$ cat src/sv/ckt_pkg.sv
`timescale 1ns / 1ps

package ckt_pkg;

    localparam logic [2:0] M_SEP    = 3'd0;
    localparam logic [2:0] M_DOLLAR = 3'd1;
    localparam logic [2:0] M_NAME   = 3'd2;
    localparam logic [2:0] M_VSTART = 3'd3;
    localparam logic [2:0] M_PLAIN  = 3'd4;
    localparam logic [2:0] M_QUOTED = 3'd5;

    localparam logic [1:0] ROLE_NAME  = 2'd0;
    localparam logic [1:0] ROLE_VALUE = 2'd1;
    localparam logic [1:0] ROLE_NONE  = 2'd2;

    localparam logic [7:0] CH_TAB    = 8'h09;
    localparam logic [7:0] CH_LF     = 8'h0a;
    localparam logic [7:0] CH_VT     = 8'h0b;
    localparam logic [7:0] CH_FF     = 8'h0c;
    localparam logic [7:0] CH_CR     = 8'h0d;
    localparam logic [7:0] CH_SPACE  = 8'h20;
    localparam logic [7:0] CH_COMMA  = 8'h2c;
    localparam logic [7:0] CH_SEMI   = 8'h3b;
    localparam logic [7:0] CH_EQ     = 8'h3d;
    localparam logic [7:0] CH_DOLLAR = 8'h24;
    localparam logic [7:0] CH_DQUOTE = 8'h22;
    localparam logic [7:0] CH_SQUOTE = 8'h27;
    localparam logic [7:0] CH_BSLASH = 8'h5c;

    localparam int Q_DEPTH = 4;
    localparam int Q_AW    = 2;
    localparam int Q_CW    = 3;

    typedef struct packed {
        logic [7:0] out_byte;
        logic [1:0] role;
        logic       pair_end;
        logic       header_end;
        logic       run_last;
    } t_res;

    typedef struct packed {
        logic            room;
        logic [Q_CW-1:0] level;
    } t_qstat;

    function automatic logic is_sep(input logic [7:0] c);
        return (c == CH_TAB) || (c == CH_LF) || (c == CH_VT) || (c == CH_FF) ||
               (c == CH_CR) || (c == CH_SPACE) || (c == CH_COMMA) || (c == CH_SEMI);
    endfunction

endpackage

$ cat src/sv/ckt_scan.sv
`timescale 1ns / 1ps

module ckt_scan import ckt_pkg::*; (
    input  logic       i_clk,
    input  logic       i_rst_n,
    input  logic       i_valid,
    input  logic [7:0] i_byte,
    input  logic       i_last,
    output logic [1:0] o_cnt,
    output t_res       o_res0,
    output t_res       o_res1
);

    logic [2:0] r_mode, n_mode;
    logic       r_single, n_single;
    logic       r_held, n_held;

    logic [7:0] e_byte [2];
    logic [1:0] e_role [2];
    logic [1:0] cnt;
    logic       close;

    always_comb begin
        n_mode   = r_mode;
        n_single = r_single;
        n_held   = r_held;
        cnt      = 2'd0;
        close    = 1'b0;
        e_byte[0] = 8'd0;
        e_byte[1] = 8'd0;
        e_role[0] = ROLE_NONE;
        e_role[1] = ROLE_NONE;

        unique case (r_mode)
            M_DOLLAR, M_NAME: begin
                if (r_mode == M_NAME || i_byte != CH_DOLLAR) begin
                    if (i_byte == CH_SEMI) begin
                        close  = 1'b1;
                        n_mode = M_SEP;
                    end else if (i_byte == CH_EQ) begin
                        n_mode = M_VSTART;
                    end else begin
                        e_byte[0] = i_byte;
                        e_role[0] = ROLE_NAME;
                        cnt       = 2'd1;
                        n_mode    = M_NAME;
                    end
                end
            end
            M_VSTART, M_PLAIN: begin
                if (r_mode == M_VSTART && (i_byte == CH_DQUOTE || i_byte == CH_SQUOTE)) begin
                    n_single = (i_byte == CH_SQUOTE);
                    n_held   = 1'b0;
                    n_mode   = M_QUOTED;
                end else if (i_byte == CH_SEMI) begin
                    close  = 1'b1;
                    n_mode = M_SEP;
                end else begin
                    e_byte[0] = i_byte;
                    e_role[0] = ROLE_VALUE;
                    cnt       = 2'd1;
                    n_mode    = M_PLAIN;
                end
            end
            M_QUOTED: begin
                if (r_held) begin
                    n_held = 1'b0;
                    if (i_byte == CH_BSLASH || i_byte == CH_DQUOTE || i_byte == CH_SQUOTE) begin
                        e_byte[0] = i_byte;
                        e_role[0] = ROLE_VALUE;
                        cnt       = 2'd1;
                    end else begin
                        e_byte[0] = CH_BSLASH;
                        e_role[0] = ROLE_VALUE;
                        e_byte[1] = i_byte;
                        e_role[1] = ROLE_VALUE;
                        cnt       = 2'd2;
                    end
                end else if (i_byte == (r_single ? CH_SQUOTE : CH_DQUOTE)) begin
                    close  = 1'b1;
                    n_mode = M_SEP;
                end else if (i_byte == CH_BSLASH) begin
                    n_held = 1'b1;
                end else begin
                    e_byte[0] = i_byte;
                    e_role[0] = ROLE_VALUE;
                    cnt       = 2'd1;
                end
            end
            default: begin
                n_mode = M_SEP;
                if (i_byte == CH_DOLLAR) begin
                    n_mode = M_DOLLAR;
                end else if (!is_sep(i_byte)) begin
                    if (i_byte == CH_SEMI) begin
                        close = 1'b1;
                    end else if (i_byte == CH_EQ) begin
                        n_mode = M_VSTART;
                    end else begin
                        e_byte[0] = i_byte;
                        e_role[0] = ROLE_NAME;
                        cnt       = 2'd1;
                        n_mode    = M_NAME;
                    end
                end
            end
        endcase

        if (i_last) begin
            if (n_mode == M_QUOTED && n_held) begin
                e_byte[0] = CH_BSLASH;
                e_role[0] = ROLE_VALUE;
                cnt       = 2'd1;
            end
            if (n_mode == M_NAME || n_mode == M_VSTART || n_mode == M_PLAIN ||
                n_mode == M_QUOTED) begin
                close = 1'b1;
            end
            n_mode   = M_SEP;
            n_single = 1'b0;
            n_held   = 1'b0;
        end

        if (cnt == 2'd0 && (close || i_last)) begin
            cnt = 2'd1;
        end
    end

    assign o_cnt = i_valid ? cnt : 2'd0;

    always_comb begin
        o_res0.out_byte   = (e_role[0] == ROLE_NONE) ? 8'd0 : e_byte[0];
        o_res0.role       = e_role[0];
        o_res0.run_last   = (cnt == 2'd1);
        o_res0.pair_end   = (cnt == 2'd1) && close;
        o_res0.header_end = (cnt == 2'd1) && i_last;
        o_res1.out_byte   = e_byte[1];
        o_res1.role       = e_role[1];
        o_res1.run_last   = 1'b1;
        o_res1.pair_end   = close;
        o_res1.header_end = i_last;
    end

    always_ff @(posedge i_clk) begin
        if (!i_rst_n) begin
            r_mode   <= M_SEP;
            r_single <= 1'b0;
            r_held   <= 1'b0;
        end else if (i_valid) begin
            r_mode   <= n_mode;
            r_single <= n_single;
            r_held   <= n_held;
        end
    end

endmodule

$ cat src/sv/ckt_outq.sv
`timescale 1ns / 1ps

module ckt_outq import ckt_pkg::*; (
    input  logic       i_clk,
    input  logic       i_rst_n,
    input  logic [1:0] i_cnt,
    input  t_res       i_res0,
    input  t_res       i_res1,
    input  logic       i_pop,
    output logic       o_valid,
    output t_res       o_head,
    output t_qstat     o_stat
);

    t_res            r_mem [Q_DEPTH];
    logic [Q_AW-1:0] r_wp, r_rp;
    logic [Q_CW-1:0] r_count;
    logic            pop;
    logic [Q_AW-1:0] wp1;

    assign pop      = i_pop && (r_count != '0);
    assign wp1      = r_wp + 1'b1;
    assign o_valid  = (r_count != '0);
    assign o_head   = r_mem[r_rp];
    assign o_stat   = {(r_count <= Q_CW'(Q_DEPTH - 2)), r_count};

    always_ff @(posedge i_clk) begin
        if (i_cnt != 2'd0) begin
            r_mem[r_wp] <= i_res0;
        end
        if (i_cnt == 2'd2) begin
            r_mem[wp1] <= i_res1;
        end
    end

    always_ff @(posedge i_clk) begin
        if (!i_rst_n) begin
            r_wp    <= '0;
            r_rp    <= '0;
            r_count <= '0;
        end else begin
            r_wp    <= r_wp + Q_AW'(i_cnt);
            r_rp    <= r_rp + Q_AW'(pop);
            r_count <= r_count + Q_CW'(i_cnt) - Q_CW'(pop);
        end
    end

endmodule

$ cat src/sv/cookie_header_tokenizer.sv
`timescale 1ns / 1ps

// channel   dir  tdata                                       tuser     tlast
// s (in)    in   [7:0] header_byte                           -         header_last
// m (out)   out  [7:0] out_byte, [8] pair_end, [9] run_last  [1:0] role header_end
//
// One header byte per cycle while the queue has room; bytes pass an input register.
// A byte after a kept backslash gives two words unless it is a backslash or a quote.
// Four-entry result queue; the input stage stalls while it holds more than two words.
// Synchronous active-low reset clears the scan state and the queue.
module cookie_header_tokenizer import ckt_pkg::*; (
    input  logic        i_clk,
    input  logic        i_rst_n,
    input  logic        i_s_tvalid,
    output logic        o_s_tready,
    input  logic [7:0]  i_s_tdata,   // [7:0] header_byte
    input  logic        i_s_tlast,
    output logic        o_m_tvalid,
    input  logic        i_m_tready,
    output logic [15:0] o_m_tdata,   // [7:0] out_byte, [8] pair_end, [9] run_last, pad
    output logic [1:0]  o_m_tuser,   // [1:0] role
    output logic        o_m_tlast
);

    logic       r_in_valid;
    logic [7:0] r_in_byte;
    logic       r_in_last;
    logic       drain;
    logic [1:0] cnt;
    t_res       res0, res1, head;
    t_qstat     qstat;

    assign drain      = r_in_valid && qstat.room;
    assign o_s_tready = !r_in_valid || drain;

    always_ff @(posedge i_clk) begin
        if (!i_rst_n) begin
            r_in_valid <= 1'b0;
        end else if (o_s_tready) begin
            r_in_valid <= i_s_tvalid;
        end
    end

    always_ff @(posedge i_clk) begin
        if (o_s_tready && i_s_tvalid) begin
            r_in_byte <= i_s_tdata;
            r_in_last <= i_s_tlast;
        end
    end

    ckt_scan u_scan (
        .i_clk   (i_clk),
        .i_rst_n (i_rst_n),
        .i_valid (drain),
        .i_byte  (r_in_byte),
        .i_last  (r_in_last),
        .o_cnt   (cnt),
        .o_res0  (res0),
        .o_res1  (res1)
    );

    ckt_outq u_outq (
        .i_clk   (i_clk),
        .i_rst_n (i_rst_n),
        .i_cnt   (cnt),
        .i_res0  (res0),
        .i_res1  (res1),
        .i_pop   (i_m_tready),
        .o_valid (o_m_tvalid),
        .o_head  (head),
        .o_stat  (qstat)
    );

    assign o_m_tdata = {6'd0, head.run_last, head.pair_end, head.out_byte};
    assign o_m_tuser = head.role;
    assign o_m_tlast = head.header_end;

    a_level_bound: assert property (@(posedge i_clk) disable iff (!i_rst_n)
        qstat.level <= Q_CW'(Q_DEPTH))
        else $error("result queue overfilled");

    a_end_is_run_last: assert property (@(posedge i_clk) disable iff (!i_rst_n)
        o_m_tvalid && o_m_tlast |-> o_m_tdata[9])
        else $error("header end without run end");

    a_none_closes: assert property (@(posedge i_clk) disable iff (!i_rst_n)
        o_m_tvalid && o_m_tuser == ROLE_NONE |->
            o_m_tdata[7:0] == 8'd0 && (o_m_tdata[8] || o_m_tlast))
        else $error("empty word that closes nothing");

    a_pair_is_run_last: assert property (@(posedge i_clk) disable iff (!i_rst_n)
        o_m_tvalid && o_m_tdata[8] |-> o_m_tdata[9])
        else $error("pair end before last word of byte");

endmodule
$ cat config.mk
export PLATFORM = sky130hd
export DESIGN_NAME = cookie_header_tokenizer
export DESIGN_NICKNAME = d
export VERILOG_FILES = /design/src/sv/ckt_pkg.sv /design/src/sv/ckt_scan.sv /design/src/sv/ckt_outq.sv /design/src/sv/cookie_header_tokenizer.sv
export SDC_FILE = /design/constraint.sdc
export NUM_CORES = 1
export LEC_CHECK = 0
export BUFFER_PORTS_ARGS = -buffer_cell sky130_fd_sc_hd__buf_2
export CORE_UTILIZATION = 40
export DETAILED_ROUTE_END_ITERATION = 10
export PLACE_DENSITY = 0.63
export SYNTH_ARGS = -nofsm -noshare
export SYNTH_HDL_FRONTEND = slang
export SYNTH_SLANG_ARGS = --single-unit
$ cat constraint.sdc
create_clock -name i_clk -period 10.2 [get_ports i_clk]
set_input_delay 1.02 -clock i_clk [delete_from_list [all_inputs] [get_ports i_clk]]
set_output_delay 1.02 -clock i_clk [all_outputs]
set_load 0.005 [all_outputs]
==> summary.txt <==
Global routing
  – Antenna violations before repair: 0
  – Vias in the first global route: 2983
  – GR Overflow Total: 0
  – GR Util All Layers: 19.6%
  – Largest net degree at the start of global routing: 22
  – First-pass GRT wire length: 15600 um
  – GRT Max-Usage Layer: met2
  – Met3 Use GR: 4.20%
  – M2 GR Usage: 30.3%
  – Met1 Track Usage GR: 27.1%

Synthesis
  – Seq/Total Area, Yosys: 50.1%
  – Largest cells by area after synthesis: edfxtp_1 (42%), dfxtp_1 (8.3%), mux4_2 (7.2%), nand2_1 (3.1%), o21ai_0 (2.8%)
  – Seq cells post-synth: 74
  – Commonest cells post-synth: edfxtp_1 (57), nand2_1 (34), nor2_1 (28)
  – Share of the synthesized area in the top cell type: 41.8%
  – Distinct cells, synth: 68
  – Syn. warnings: 0
  – Dominant cell type by area after synthesis: edfxtp_1
  – Top_reg_cell synth: edfxtp_1
  – Mapped Area: 0.00409 mm2
  – Mapped Cells: 380
  – Top-count cell post-synth: edfxtp_1
  – Syn Area/Cell: 10.8 um2
  – Asr flop ratio synth: 0%
  – Number of synthesized flops with an enable pin: 57

CTS
  – H-tree depth: 3
  – PostCTS Resize Cnt: 0
  – Root buf cell: clkbuf_8
  – Reg clk slew, reported paths: 0.08 ns
  – Post-CTS Setup Bufs: 0
  – CTS buffer count: 9
  – Cts hold-fix bufs: 0
  – CTS Buffer Depth: 2
  – Sink Count: 74
  – Clk Latency, worst-skew pair: 0.35 ns
  – CTS tree: yes

Cells and area
  – Final core area utilization: 45.3%
  – Area Growth Syn to Fin: 9.14%
  – Final Net Count: 413
  – Layout cells sized above 1: 15.5%
  – Layout fillers: 935
  – Fin area: 0.00447 mm2
  – Number of diodes: 0

Placement
  – Routability cong.: 0.915
  – DP HPWL: 6990 um
  – Placed inst area: 0.00428 mm2
  – Port buffer count: 27

Die
  – I/O Pins: 34
  – Core area: 0.00986 mm2
  – Die Y-Extent: 103 um
  – Row cnt: 36
  – Die X-Extent: 103 um
  – Die ar.: 0.0106 mm2
  – Starting density of the core: 41.5%

Timing
  – Final Max Slew Viols: 0
  – Slew headroom: 38.7%
  – Highest Clock Rate: 255 MHz
  – Period utilization: 38.4%
  – RSZ-0062 raised after global routing: false
  – Final min period: 3.92 ns
  – # setup viols final: 0
  – Setup TNS: 0 ns
  – Slew @ Worst Pin: 0.918 ns
  – Hold Slack: 0.468 ns
  – Fin. Hold Viols: 0
  – Setup Skew: 0.0150 ns

Setup path
  – CP Data Required Time: 10.45 ns
  – WP data arrival: 4.17 ns
  – Slowest stage delay, CP: 0.67 ns
  – Crit Path Category: reg -> reg
  – Critical-path top delay cell: o311ai_1
  – CP Cell Sequence: nor4b_4, o211ai_1, o311ai_1, a2111o_1, nand2_1, ha_1, inv_1, ha_1, fa_1, xnor2_1, xnor2_1, and2_1
  – CP Max Fanout: 10
  – CP Capture Type: flop
  – CP top delay family: compound AO/OA/AOI/OAI gates
  – Crit start category: flop
  – Worst path bufs/invs: 1

Power
  – Sw frac: 29.3%
  – Internal Power: 0.555 mW
  – Leak Pwr: 1.62 nW
  – Comb power frac: 22.5%
  – Sequential share of power: 49.6%
  – Worst vdd ir: 0.0687 mV
  – Clock group share of total power: 27.8%
  – Cell Pwr Density: 176 mW/mm2
  – Switching Power: 0.230 mW

Min path
  – Worst hold path type: reg -> reg

Drt
  – Routed WL: 9610 um
  – Residual DRC: 0
  – Post-route ant nets: 0
  – DRC violation total after the first TritonRoute iteration: 322
  – Total number of vias: 3120
  – WL/cell: 18.1 um
  – DR vias/cell: 5.86
  – Initial DRT Pass Iterations: 5

Status
  – Status: finished, final reports clean

Run
  – Total of max-cap violations: 0
[power by group through the flow]
| stage | combinational [mW] | clock (mW) | sequential [mW] |
|---|---|---|---|
| 3_5_place_dp | 0.178 | 0 | 0.398 |
| 6_report | 0.177 | 0.219 | 0.390 |
| 2_1_floorplan | 0.148 | 0 | 0.367 |
| 5_1_grt | 0.199 | 0.234 | 0.397 |
| 4_1_cts | 0.179 | 0.223 | 0.391 |
| 3_3_place_gp | 0.177 | 0 | 0.397 |
[flip-flops by register name, indices dropped and copies added, names as in the netlist]
register / cells
u_outq.r_wp: 2
u_outq.r_rp: 2
r_in_last: 1
r_in_byte: 8
u_outq.r_mem: 52
u_scan.r_held: 1
u_outq.r_count: 3
u_scan.r_single: 1
r_in_valid: 1
u_scan.r_mode: 3
[layout make-up]
| type | count | area (um2) | area share (%) |
|---|---|---|---|
| clock buffers | 11 | 131 | 2.94 |
| flip-flops and latches | 74 | 2050 | 45.9 |
| multi-input cells | 269 | 1870 | 41.9 |
| repair buffers | 29 | 150 | 3.36 |
| inverters | 11 | 41.3 | 0.924 |
| well taps | 133 | 166 | 3.73 |
| clock inverters | 5 | 55.1 | 1.23 |
[final timing paths]
path	start	to	slack [ns]	cells past startpoint
hold reg to reg	u_outq.r_mem[3][0]	u_outq.r_mem[3][0]	0.47	1
setup / recovery	r_in_byte[4]	u_outq.r_count[2]	6.28	12
hold / removal	u_outq.r_mem[3][0]	u_outq.r_mem[3][0]	0.47	1
setup reg to reg	r_in_byte[4]	u_outq.r_count[2]	6.28	12
[metal layers]
metal  routed length [um]  share of wire [%]
met1                 4500                 47
met2                 4350                 45
met3                  559                5.8
met4                  202                2.1
met5                    0                  0
[cells in the final DEF (no fill, tap or decap), drive strengths merged, types with 4 or more instances in the layout]
master	Yosys	layout
conb	1	6
a22o	5	5
a31oi	4	4
buf	11	29
or3	5	5
ha	5	5
edfxtp	57	57
o21ai	27	27
nor2b	6	6
a21oi	15	15
nand2	34	34
and2	12	12
a32o	4	4
nor3	14	14
nor2	29	29
a211oi	4	4
mux4	13	13
nand3	8	8
o22ai	4	4
xnor2	5	5
nand2b	4	4
clkbuf	20	11
dfxtp	17	17
inv	11	11
and3	10	10
[through the flow]
step | instances | total power, mW | setup WS (ns)
6_report | 532 | 0.786 | 6.28
5_1_grt | 532 | 0.831 | 5.93
4_1_cts | 532 | 0.793 | 6.29
3_5_place_dp | 516 | 0.576 | 6.31
3_3_place_gp | 516 | 0.573 | 6.47
2_1_floorplan | 385 | 0.515 | 6.82
[cells by family after synthesis]
kind of cell,count (synthesis),synth area share (%)
XOR/XNOR,7,1.50
AO/OA/AOI/OAI,93,15.4
flip-flops,74,50.1
AND/OR/NAND/NOR,143,18.8
multiplexers,14,7.40
buffers and inverters,42,4.62
other,1,0.0916
adder cells (fa/ha/maj),6,2.02
Note: power is estimated with default switching activity, not from simulation.
